<file path="src/hdl/fefp_pkg.sv">
// ----------------------------------------------------------------------------
// fefp_pkg: shared types and codes of the front-end event frame parser
// Parse phases, result kinds, error codes and register indexes.
// ----------------------------------------------------------------------------
package fefp_pkg;

    typedef enum logic [2:0] {
        PH_SYNC1,
        PH_SYNC2,
        PH_TRIG,
        PH_MODE,
        PH_LENHI,
        PH_LENLO,
        PH_SIGNAL,
        PH_TRAILER
    } t_phase;

    // result kinds
    localparam logic [1:0] KIND_SIGNAL = 2'd0;
    localparam logic [1:0] KIND_DONE   = 2'd1;
    localparam logic [1:0] KIND_ERROR  = 2'd2;

    // error codes
    localparam logic [2:0] ERR_NONE    = 3'd0;
    localparam logic [2:0] ERR_NO_EB   = 3'd1;
    localparam logic [2:0] ERR_NO_90   = 3'd2;
    localparam logic [2:0] ERR_TRIGGER = 3'd3;
    localparam logic [2:0] ERR_MODE    = 3'd4;

    // register indexes (byte address = 4 * index)
    localparam logic [1:0] REG_FRAME_COUNT  = 2'd0;
    localparam logic [1:0] REG_BOARD_OFFSET = 2'd1;
    localparam logic [1:0] REG_UNCOMP_CODE  = 2'd2;

    // frame constants
    localparam logic [7:0]  SYNC_BYTE_1      = 8'hEB;
    localparam logic [7:0]  SYNC_BYTE_2      = 8'h90;
    localparam logic [15:0] HEADER_LEN       = 16'd6;
    localparam logic [2:0]  TRAILER_BYTES    = 3'd4;
    // ceil(2^17 / 3): (x * RECIP_3) >> 17 equals x / 3 for every 16-bit x
    localparam logic [15:0] RECIP_3          = 16'd43691;

endpackage

</file>
<file path="src/hdl/frontend_event_frame_parser.sv">
// ----------------------------------------------------------------------------
// frontend_event_frame_parser: splits a raw byte stream into events
// Header sync check, trigger/mode consistency, signal extraction, event done.
// ----------------------------------------------------------------------------
// The parser takes one byte per clock and produces at most one result per
// byte: a signal, an event-done marker or an error. Each accepted byte is
// handled in the cycle it arrives; its result sits in the output register
// from the next cycle on. A new byte is accepted in
// every cycle in which the output register is empty or being drained, so the
// sustained rate is one byte per cycle; only a stalled output (o_out_valid
// high, i_out_ready low) holds off the input. After an error or an event done
// the parser waits for the first sync byte of frame 0 again. Registers on the
// APB port (frame count, board type offset, uncompressed mode code) are
// meant to be written only while the parser is idle.
module frontend_event_frame_parser (
    input  logic               i_clk,
    input  logic               i_rst_n,
    // byte input
    input  logic               i_in_valid,
    output logic               o_in_ready,
    input  logic [7:0]         i_data_byte,
    // result output
    output logic               o_out_valid,
    input  logic               i_out_ready,
    output logic [1:0]         o_kind,
    output logic [3:0]         o_board_id,
    output logic [14:0]        o_channel,
    output logic [15:0]        o_value,
    output logic [7:0]         o_trigger,
    output logic signed [4:0]  o_run_mode,
    output logic [2:0]         o_error_code,
    output logic [3:0]         o_error_frame,
    // configuration
    input  logic               psel,
    input  logic               penable,
    input  logic               pwrite,
    input  logic [3:0]         paddr,
    input  logic [31:0]        pwdata,
    output logic [31:0]        prdata,
    output logic               pready
);

    // ---------------- configuration registers ----------------
    logic [3:0] r_frame_count;
    logic [3:0] r_board_offset;
    logic [4:0] r_uncomp_code;
    logic       cfg_wr;

    assign pready = 1'b1;
    assign cfg_wr = psel & penable & pwrite;

    always_ff @(posedge i_clk) begin
        if (!i_rst_n) begin
            r_frame_count  <= 4'd1;
            r_board_offset <= 4'd1;
            r_uncomp_code  <= 5'd0;
        end else if (cfg_wr) begin
            unique case (paddr[3:2])
                fefp_pkg::REG_FRAME_COUNT:  r_frame_count  <= pwdata[3:0];
                fefp_pkg::REG_BOARD_OFFSET: r_board_offset <= pwdata[3:0];
                fefp_pkg::REG_UNCOMP_CODE:  r_uncomp_code  <= pwdata[4:0];
                default: ;  // unmapped address, write dropped
            endcase
        end
    end

    always_comb begin
        unique case (paddr[3:2])
            fefp_pkg::REG_FRAME_COUNT:  prdata = {28'd0, r_frame_count};
            fefp_pkg::REG_BOARD_OFFSET: prdata = {28'd0, r_board_offset};
            fefp_pkg::REG_UNCOMP_CODE:  prdata = {27'd0, r_uncomp_code};
            default:                    prdata = 32'd0;
        endcase
    end

    // ---------------- parser state ----------------
    fefp_pkg::t_phase r_phase, n_phase;
    logic [3:0]  r_frame_index, n_frame_index;
    logic [3:0]  r_cur_board, n_cur_board;
    logic [7:0]  r_evt_trigger, n_evt_trigger;
    logic [4:0]  r_evt_mode, n_evt_mode;
    logic [7:0]  r_len_high, n_len_high;
    logic [14:0] r_sig_left, n_sig_left;
    logic [14:0] r_sig_index, n_sig_index;
    logic [1:0]  r_byte_in_sig, n_byte_in_sig;
    logic [7:0]  r_held_chan, n_held_chan;
    logic [7:0]  r_held_high, n_held_high;
    logic [2:0]  r_trailer_left, n_trailer_left;

    // output register
    logic        r_out_valid;
    logic [1:0]  r_kind;
    logic [3:0]  r_board_id;
    logic [14:0] r_channel;
    logic [15:0] r_value;
    logic [7:0]  r_trigger;
    logic [4:0]  r_run_mode;
    logic [2:0]  r_error_code;
    logic [3:0]  r_error_frame;

    // result of the byte being accepted
    logic        res_valid;
    logic [1:0]  res_kind;
    logic [3:0]  res_board;
    logic [14:0] res_channel;
    logic [15:0] res_value;
    logic [7:0]  res_trigger;
    logic [4:0]  res_mode;
    logic [2:0]  res_ecode;
    logic [3:0]  res_eframe;

    logic        in_acc;
    logic        uncomp;
    logic [4:0]  byte_mode;
    logic [15:0] frame_len;
    logic [15:0] body_len;
    logic [31:0] div3_prod;
    logic [3:0]  frame_next;

    assign o_in_ready = !r_out_valid || i_out_ready;
    assign in_acc     = i_in_valid && o_in_ready;

    assign uncomp     = (r_evt_mode == r_uncomp_code);
    assign byte_mode  = {1'b0, i_data_byte[7:4]} - {1'b0, r_board_offset};
    assign frame_len  = {r_len_high, i_data_byte};
    assign body_len   = frame_len - fefp_pkg::HEADER_LEN;
    assign div3_prod  = body_len * fefp_pkg::RECIP_3;
    assign frame_next = r_frame_index + 4'd1;

    always_comb begin
        n_phase        = r_phase;
        n_frame_index  = r_frame_index;
        n_cur_board    = r_cur_board;
        n_evt_trigger  = r_evt_trigger;
        n_evt_mode     = r_evt_mode;
        n_len_high     = r_len_high;
        n_sig_left     = r_sig_left;
        n_sig_index    = r_sig_index;
        n_byte_in_sig  = r_byte_in_sig;
        n_held_chan    = r_held_chan;
        n_held_high    = r_held_high;
        n_trailer_left = r_trailer_left;

        res_valid   = 1'b0;
        res_kind    = fefp_pkg::KIND_SIGNAL;
        res_board   = 4'd0;
        res_channel = 15'd0;
        res_value   = 16'd0;
        res_trigger = 8'd0;
        res_mode    = 5'd0;
        res_ecode   = fefp_pkg::ERR_NONE;
        res_eframe  = 4'd0;

        unique case (r_phase)
            fefp_pkg::PH_SYNC1: begin
                if (i_data_byte != fefp_pkg::SYNC_BYTE_1) begin
                    res_valid  = 1'b1;
                    res_ecode  = fefp_pkg::ERR_NO_EB;
                    res_eframe = frame_next;
                end else begin
                    n_phase = fefp_pkg::PH_SYNC2;
                end
            end
            fefp_pkg::PH_SYNC2: begin
                if (i_data_byte != fefp_pkg::SYNC_BYTE_2) begin
                    res_valid  = 1'b1;
                    res_ecode  = fefp_pkg::ERR_NO_90;
                    res_eframe = frame_next;
                end else begin
                    n_phase = fefp_pkg::PH_TRIG;
                end
            end
            fefp_pkg::PH_TRIG: begin
                if (r_frame_index == 4'd0) begin
                    n_evt_trigger = i_data_byte;
                    n_phase       = fefp_pkg::PH_MODE;
                end else if (r_evt_trigger != i_data_byte) begin
                    res_valid  = 1'b1;
                    res_ecode  = fefp_pkg::ERR_TRIGGER;
                    res_eframe = frame_next;
                end else begin
                    n_phase = fefp_pkg::PH_MODE;
                end
            end
            fefp_pkg::PH_MODE: begin
                n_cur_board = i_data_byte[3:0];
                if (r_frame_index == 4'd0) begin
                    n_evt_mode = byte_mode;
                    n_phase    = fefp_pkg::PH_LENHI;
                end else if (r_evt_mode != byte_mode) begin
                    res_valid  = 1'b1;
                    res_ecode  = fefp_pkg::ERR_MODE;
                    res_eframe = i_data_byte[3:0];
                end else begin
                    n_phase = fefp_pkg::PH_LENHI;
                end
            end
            fefp_pkg::PH_LENHI: begin
                n_len_high = i_data_byte;
                n_phase    = fefp_pkg::PH_LENLO;
            end
            fefp_pkg::PH_LENLO: begin
                // count is nonzero once the body holds one whole signal
                if (frame_len < fefp_pkg::HEADER_LEN) begin
                    n_sig_left = 15'd0;
                end else if (uncomp) begin
                    n_sig_left = body_len[15:1];
                end else begin
                    n_sig_left = div3_prod[31:17];
                end
                n_sig_index    = 15'd0;
                n_byte_in_sig  = 2'd0;
                n_trailer_left = fefp_pkg::TRAILER_BYTES;
                if ((uncomp && frame_len >= 16'd8) || (!uncomp && frame_len >= 16'd9)) begin
                    n_phase = fefp_pkg::PH_SIGNAL;
                end else begin
                    n_phase = fefp_pkg::PH_TRAILER;
                end
            end
            fefp_pkg::PH_SIGNAL: begin
                priority if (r_byte_in_sig == 2'd0 && !uncomp) begin
                    n_held_chan   = i_data_byte;
                    n_byte_in_sig = 2'd1;
                end else if ((r_byte_in_sig == 2'd0 && uncomp) ||
                             (r_byte_in_sig == 2'd1 && !uncomp)) begin
                    n_held_high   = i_data_byte;
                    n_byte_in_sig = r_byte_in_sig + 2'd1;
                end else begin
                    res_valid     = 1'b1;
                    res_kind      = fefp_pkg::KIND_SIGNAL;
                    res_board     = r_cur_board;
                    res_channel   = uncomp ? r_sig_index : {7'd0, r_held_chan};
                    res_value     = {r_held_high, i_data_byte};
                    res_trigger   = r_evt_trigger;
                    res_mode      = r_evt_mode;
                    n_byte_in_sig = 2'd0;
                    n_sig_index   = r_sig_index + 15'd1;
                    n_sig_left    = r_sig_left - 15'd1;
                    if (r_sig_left == 15'd1) begin
                        n_phase = fefp_pkg::PH_TRAILER;
                    end
                end
            end
            fefp_pkg::PH_TRAILER: begin
                n_trailer_left = r_trailer_left - 3'd1;
                if (r_trailer_left == 3'd1) begin
                    n_phase = fefp_pkg::PH_SYNC1;
                    if (frame_next == r_frame_count) begin
                        n_frame_index = 4'd0;
                        res_valid     = 1'b1;
                        res_kind      = fefp_pkg::KIND_DONE;
                        res_board     = r_cur_board;
                        res_trigger   = r_evt_trigger;
                        res_mode      = r_evt_mode;
                    end else begin
                        n_frame_index = frame_next;
                    end
                end
            end
            default: ;
        endcase

        // every error restarts at the first sync byte of frame 0
        if (res_valid && res_ecode != fefp_pkg::ERR_NONE) begin
            res_kind      = fefp_pkg::KIND_ERROR;
            n_phase       = fefp_pkg::PH_SYNC1;
            n_frame_index = 4'd0;
        end
    end

    always_ff @(posedge i_clk) begin
        if (!i_rst_n) begin
            r_phase        <= fefp_pkg::PH_SYNC1;
            r_frame_index  <= 4'd0;
            r_cur_board    <= 4'd0;
            r_evt_trigger  <= 8'd0;
            r_evt_mode     <= 5'd0;
            r_len_high     <= 8'd0;
            r_sig_left     <= 15'd0;
            r_sig_index    <= 15'd0;
            r_byte_in_sig  <= 2'd0;
            r_held_chan    <= 8'd0;
            r_held_high    <= 8'd0;
            r_trailer_left <= 3'd0;
        end else if (in_acc) begin
            r_phase        <= n_phase;
            r_frame_index  <= n_frame_index;
            r_cur_board    <= n_cur_board;
            r_evt_trigger  <= n_evt_trigger;
            r_evt_mode     <= n_evt_mode;
            r_len_high     <= n_len_high;
            r_sig_left     <= n_sig_left;
            r_sig_index    <= n_sig_index;
            r_byte_in_sig  <= n_byte_in_sig;
            r_held_chan    <= n_held_chan;
            r_held_high    <= n_held_high;
            r_trailer_left <= n_trailer_left;
        end
    end

    // output register: loads a new result, or empties once taken
    always_ff @(posedge i_clk) begin
        if (!i_rst_n) begin
            r_out_valid <= 1'b0;
        end else if (in_acc && res_valid) begin
            r_out_valid <= 1'b1;
        end else if (i_out_ready) begin
            r_out_valid <= 1'b0;
        end
    end

    always_ff @(posedge i_clk) begin
        if (in_acc && res_valid) begin
            r_kind        <= res_kind;
            r_board_id    <= res_board;
            r_channel     <= res_channel;
            r_value       <= res_value;
            r_trigger     <= res_trigger;
            r_run_mode    <= res_mode;
            r_error_code  <= res_ecode;
            r_error_frame <= res_eframe;
        end
    end

    assign o_out_valid   = r_out_valid;
    assign o_kind        = r_kind;
    assign o_board_id    = r_board_id;
    assign o_channel     = r_channel;
    assign o_value       = r_value;
    assign o_trigger     = r_trigger;
    assign o_run_mode    = $signed(r_run_mode);
    assign o_error_code  = r_error_code;
    assign o_error_frame = r_error_frame;

endmodule

</file>
<file path="config.mk">
export PLATFORM = sky130hd
export DESIGN_NAME = frontend_event_frame_parser
export DESIGN_NICKNAME = d
export VERILOG_FILES = /design/src/hdl/fefp_pkg.sv /design/src/hdl/frontend_event_frame_parser.sv
export SDC_FILE = /design/constraint.sdc
export NUM_CORES = 1
export LEC_CHECK = 0
export BUFFER_PORTS_ARGS = -buffer_cell sky130_fd_sc_hd__buf_2
export CELL_PAD_IN_SITES_DETAIL_PLACEMENT = 1
export CELL_PAD_IN_SITES_GLOBAL_PLACEMENT = 2
export CORE_AREA = 2 2 187 207
export CTS_CLUSTER_SIZE = 10
export DETAILED_ROUTE_END_ITERATION = 8
export DIE_AREA = 0 0 189 209
export PLACE_DENSITY_LB_ADDON = 0.12
export SLEW_MARGIN = 20
export SYNTH_ARGS = -nofsm -noshare
export SYNTH_HDL_FRONTEND = slang
export SYNTH_SLANG_ARGS = --single-unit
</file>
<file path="constraint.sdc">
create_clock -name i_clk -period 7.2 [get_ports i_clk]
set_clock_uncertainty 0.1 [all_clocks]
set_input_delay 1.08 -clock i_clk [delete_from_list [all_inputs] [get_ports i_clk]]
set_output_delay 1.08 -clock i_clk [all_outputs]
set_load 0.01 [all_outputs]
</file>
# ---- Word-level counts from Yosys, hierarchy flattened
# Cells that the tools add are included.
dict set report totals {
  ff_bits 154
  in_bits 51
  wordCells 186
}
dict set report op_classes {
  add_sub_neg 7
  n_mul 1
  order_cmp 3
  eq_ne 28
  muxes 74
  bitwise_logic 7
  reduce_logical 40
}
# op count
set ops {}
lappend ops {{$mux 15} 6}
lappend ops {{$pmux 15 s2} 2}
lappend ops {{$mux 4} 14}
lappend ops {{$mux 8} 5}
lappend ops {{$mux 3} 13}
lappend ops {{$ge 16x4->1 const B} 2}
lappend ops {{$mul 16x16->32 const B} 1}
lappend ops {{$pmux 3 s8} 1}
lappend ops {{$mux 5} 4}
lappend ops {{$ne 3x3->1 const B} 6}
lappend ops {{$lt 16x3->1 const B} 1}
lappend ops {{$ne 8x8->1 const B} 2}
lappend ops {{$pmux 4 s4} 1}
lappend ops {{$pmux 8 s2} 1}
lappend ops {{$sub 16x3->16 const B} 1}
lappend ops {{$add 15x1->15 const B} 1}
lappend ops {{$eq 15x1->1 const B} 1}
lappend ops {{$mux 1} 15}
lappend ops {{$pmux 5 s3} 1}
lappend ops {{$sub 15x1->15 const B} 1}
lappend ops {{$reduce_and 2->1} 7}
lappend ops {{$eq 3x3->1 const B} 4}
lappend ops {{$pmux 3 s4} 1}
lappend ops {{$reduce_and 3->1} 4}
lappend ops {{other kinds (34)} 65}

# ---- Logic depth before layout (Yosys ltp)
dict set report depth {
  ltp_word 10
  mapped_depth 25
  depth_no_buf 25
}

# ---- Worst setup path after synthesis
# Ideal clock, no wire load.
dict set report synth_path {
  path_kind {input port to flip-flop}
  startpoint {input i_data_byte[3]}
  endpoint {register r_sig_left[10]}
  setup_ns 0.122
  t_arrival_ns 7.173
  t_required_ns 6.978
  slack_ns -0.195
  path_stages 25
  n_path_buf 1
  cell_sequence {buf_2 > or4_4 > nor3_4 > nand3b_1 > xnor2_1 > inv_1 > ha_1 > ha_1 > inv_1 > fa_1 > inv_1 > fa_1 > fa_1 > inv_1 > fa_1 > inv_1 > ha_1 > nand2_1 > a2111oi_0 > o311ai_1 > a21oi_1 > nor3b_2 > o21ai_0 > xor2_1 > o311a_1}
}
dict set report synth_between {
  elab_chain_cells 5
  word_cells_on_any_way 6
  cone_classes {add/sub (1); mul (1); order compare (1); mux (3)}
}
# item line_no
set synth_lines {}
lappend synth_lines {{from (decl)} frontend_event_frame_parser.sv:21} ;# input logic [7:0] i_data_byte,
lappend synth_lines {{$sub 16x3->16} frontend_event_frame_parser.sv:126} ;# assign body_len = frame_len - fefp_pkg::HEADER_LEN;
lappend synth_lines {{$mul 16x16->32} frontend_event_frame_parser.sv:127} ;# assign div3_prod = body_len * fefp_pkg::RECIP_3;
lappend synth_lines {{$mux 15} frontend_event_frame_parser.sv:206} ;# end else if (uncomp) begin
lappend synth_lines {{$mux 15 *} frontend_event_frame_parser.sv:204} ;# if (frame_len < fefp_pkg::HEADER_LEN) begin
lappend synth_lines {{$pmux 15 s2 *} frontend_event_frame_parser.sv:154} ;# unique case (r_phase)
lappend synth_lines {{to (signal assigned)} frontend_event_frame_parser.sv:292} ;# r_sig_left <= n_sig_left;
lappend synth_lines {{to (decl)} frontend_event_frame_parser.sv:83} ;# logic [14:0] r_sig_left, n_sig_left;
# Mark *: on every way between the ends. The rest lies on a longest branch, timed or not.
# A chain may end at the register's enable or synchronous reset.

# ---- Worst setup path after layout
dict set report layout_path {
  startpoint {input i_data_byte[6]}
  endpoint {register r_sig_left[6]}
}
# Same word-level chain as after synthesis.

==> results.sh <==
export IMPL_wl_per_cell_um=18.5
export IMPL_drt_pass1_iterations=4
export IMPL_wl_met1_um=17100
export IMPL_place_ws_ns=-0.683
export IMPL_avgSynthCellArea_um2=9.30
export IMPL_crit_arrival_ns=7.25
export IMPL_route_detailed_drc=0
export IMPL_pin_count=143
export IMPL_period_share=0.972
export IMPL_fp_row_count=75
export IMPL_fp_dieH_um=209
export IMPL_top_layer_used="met5"
export IMPL_gr_usage_all_layers=0.196
export IMPL_synth_edf_count=57
export IMPL_numClockSinks=154
export IMPL_clk_pin_slew_ns=0.07
export IMPL_critPathMostFrequentCell="inv_2"
export IMPL_ant_nets=0
export IMPL_p_int_mw=2.38
export IMPL_routed_wl_met3_um=805
export IMPL_place_congestion=0.802
export IMPL_min_period_ns=7.00
export IMPL_fmax_mhz=143
export IMPL_maxCapViolCount=0
export IMPL_crit_buf_inv=9
export IMPL_cts_buffers=17
export IMPL_grt_remaining_overflow=0
export IMPL_worst_pin_slew_ns=0.951
export IMPL_clock_root_buffer="clkbuf_16"
export IMPL_report_final_hold_viol_count=0
export IMPL_drive_gt1_frac=0.218
export IMPL_crit_required_ns=7.45
export IMPL_num_antenna_cells=0
export IMPL_grt_start_max_net_pins=72
export IMPL_hpwl_um=30200
export IMPL_seqPwrFrac=0.233
export IMPL_start_util=0.333
export IMPL_synth_most_common_cell="inv_1"
export IMPL_ys_top_cells_by_area="dfxtp_1, ha_1, edfxtp_1"
export IMPL_setup_slack_ns=0.199
export IMPL_grt_pass1_vias=10685
export IMPL_pwr_share_comb=0.546
export IMPL_synth_async_sr_flop_share=0
export IMPL_critical_path_max_fanout=4
export IMPL_synthesis_area_mm2=0.0125
export IMPL_synth_top_cell_by_area="dfxtp_1"
export IMPL_final_max_slew_viol_count=0
export IMPL_cp_end_kind="flip-flop"
export IMPL_synth_cells=1348
export IMPL_worstSetupStartpointType="primary input"
export IMPL_power_density_mw_per_mm2=257
export IMPL_grt_pass1_wl_um=59900
export IMPL_max_vdd_ir_drop_uv=287
export IMPL_max_clock_path_buffers=2
export IMPL_tns_ns=0
export IMPL_hold_path_class="flip-flop to flip-flop"
export IMPL_setup_viol_count_final=0
export IMPL_fp_coreArea_mm2=0.0376
export IMPL_synth_commonest_cells="inv_1, ha_1, nor2_1"
export IMPL_finalWirelength_um=38100
export IMPL_crit_type="primary input to flip-flop"
export IMPL_ys_ff_latch=154
export IMPL_via_count=9890
export IMPL_outcome="complete, no violations"
export IMPL_holdBufCountCts=0
export IMPL_cpPeakStageDelay_ns=0.53
export IMPL_leakage_nw=7.15
export IMPL_port_buffers=85
export IMPL_p_sw_mw=1.58
export IMPL_cts_max_level=4
export IMPL_drt_iter0_markers=341
export IMPL_cp_slowest_cell="or4_4"
export IMPL_yosysSeqAreaShare=0.291
export IMPL_relSlewSlack=0.364
export IMPL_antenna_found_initial=1
export IMPL_via_per_inst=4.80
export IMPL_synth_ff_type="dfxtp_1"
export IMPL_yosys_warnings=0
export IMPL_cts_tree="done"
export IMPL_area_delta_synth_final_pct=23.0
export IMPL_cpLargestDelayFamily="adder cells"
export IMPL_p_sw_frac=0.399
export IMPL_nNetsFinal=1823
export IMPL_ys_types=77
export IMPL_p_clk_frac=0.221
export IMPL_clock_latency_ns=0.44
export IMPL_synth_top_area_frac=0.155
export IMPL_die_x_um=189
export IMPL_dieArea_mm2=0.0395
export IMPL_rsz0062_at_grt="true"
export IMPL_wl_met2_um=19800
[final timing paths]
check	slack [ns]	from	cells past startpoint	endpoint
max	0.20	i_data_byte[6]	28	r_sig_left[6]
min	0.36	r_cur_board[3]	2	r_cur_board[3]
max reg2reg	0.60	r_len_high[1]	27	r_sig_left[6]
min reg2reg	0.36	r_cur_board[3]	2	r_cur_board[3]
[layer usage]
metal,GRT usage,up-vias
met3,0.0212,22
met4,0.0401,2
met2,0.359,100
li1,-,4853
met1,0.248,4913
met5,0,-
[sequential cells by signal (all words and copies together) (netlist names), 4 cells and up]
register        cells
r_sig_index        15
r_uncomp_code       5
r_evt_trigger       8
o_run_mode          5
o_value            16
r_held_chan         8
r_frame_count       4
o_error_frame       4
r_frame_index       4
r_sig_left         15
r_held_high         8
r_len_high          8
r_evt_mode          5
r_cur_board         4
o_trigger           8
o_channel          15
o_board_id          4
r_board_offset      4
[tightest hold or removal path, cell delays in order, from the launching register on]
cell	delay (ns)
dfxtp_1	0.31
nand2_1	0.05
a21oi_1	0.05
[cell type report]
cell class / count / area [um^2]
Tap cell: 500 / 626
Fill cell: 4333 / 22200
Multi-Input combinational cell: 958 / 8350
Clock buffer: 20 / 458
Clock inverter: 12 / 105
Sequential cell: 154 / 3650
Timing Repair Buffer: 225 / 1520
Inverter: 192 / 721
[stage by stage]
step	total power, mW	hold slack, ns	utilization	area (um^2)	std cells
after floorplan	2.05	0.329	-	12700	1374
after global placement	2.86	0.344	0.380	14300	2014
after detailed placement	2.89	0.347	0.380	14300	2014
after CTS	3.84	0.358	0.399	15000	2053
after global routing	4.31	0.391	0.410	15400	2061
final	3.97	0.356	0.410	15400	2061
[power groups by stage]
stage	sequential, mW	combinational (mW)	clock, mW
6_report	0.923	2.17	0.877
5_1_grt	0.925	2.45	0.933
4_1_cts	0.924	2.02	0.899
3_5_place_dp	0.943	1.95	0
3_3_place_gp	0.943	1.92	0
2_1_floorplan	0.952	1.09	0
[cells in the final DEF, fill, tap and decap left out, drive strengths merged, types with 12 or more instances in the layout]
| cell | netlist | layout |
|---|---|---|
| and3 | 12 | 12 |
| edfxtp | 57 | 57 |
| conb | 2 | 28 |
| o21ai | 41 | 41 |
| dfxtp | 97 | 97 |
| clkbuf | 31 | 20 |
| nor3 | 16 | 16 |
| inv | 192 | 200 |
| a21o | 13 | 13 |
| fa | 79 | 79 |
| xor2 | 28 | 28 |
| mux2i | 53 | 53 |
| nor2 | 121 | 121 |
| buf | 39 | 225 |
| xnor2 | 46 | 46 |
| nand3 | 32 | 32 |
| a21oi | 67 | 67 |
| and2 | 48 | 48 |
| ha | 145 | 145 |
| nand2 | 91 | 91 |
[kinds of logic after synthesis]
logic type / share of synthesized area
XOR/XNOR: 0.0523
adder cells (fa/ha/maj): 0.271
AND/OR/NAND/NOR: 0.155
AO/OA/AOI/OAI: 0.0973
flip-flops: 0.291
multiplexers: 0.0423
other: 0.000599
buffers and inverters: 0.0910
[repair_timing]
action / 4_1_cts / 5_1_grt
setup endpoints to repair: 9 / 15
resized for setup: 16 / 64
setup buffers: 7 / 8
pin swaps: 8 / 48
gates cloned: 0 / 0
(Power assumes the default switching activity.)
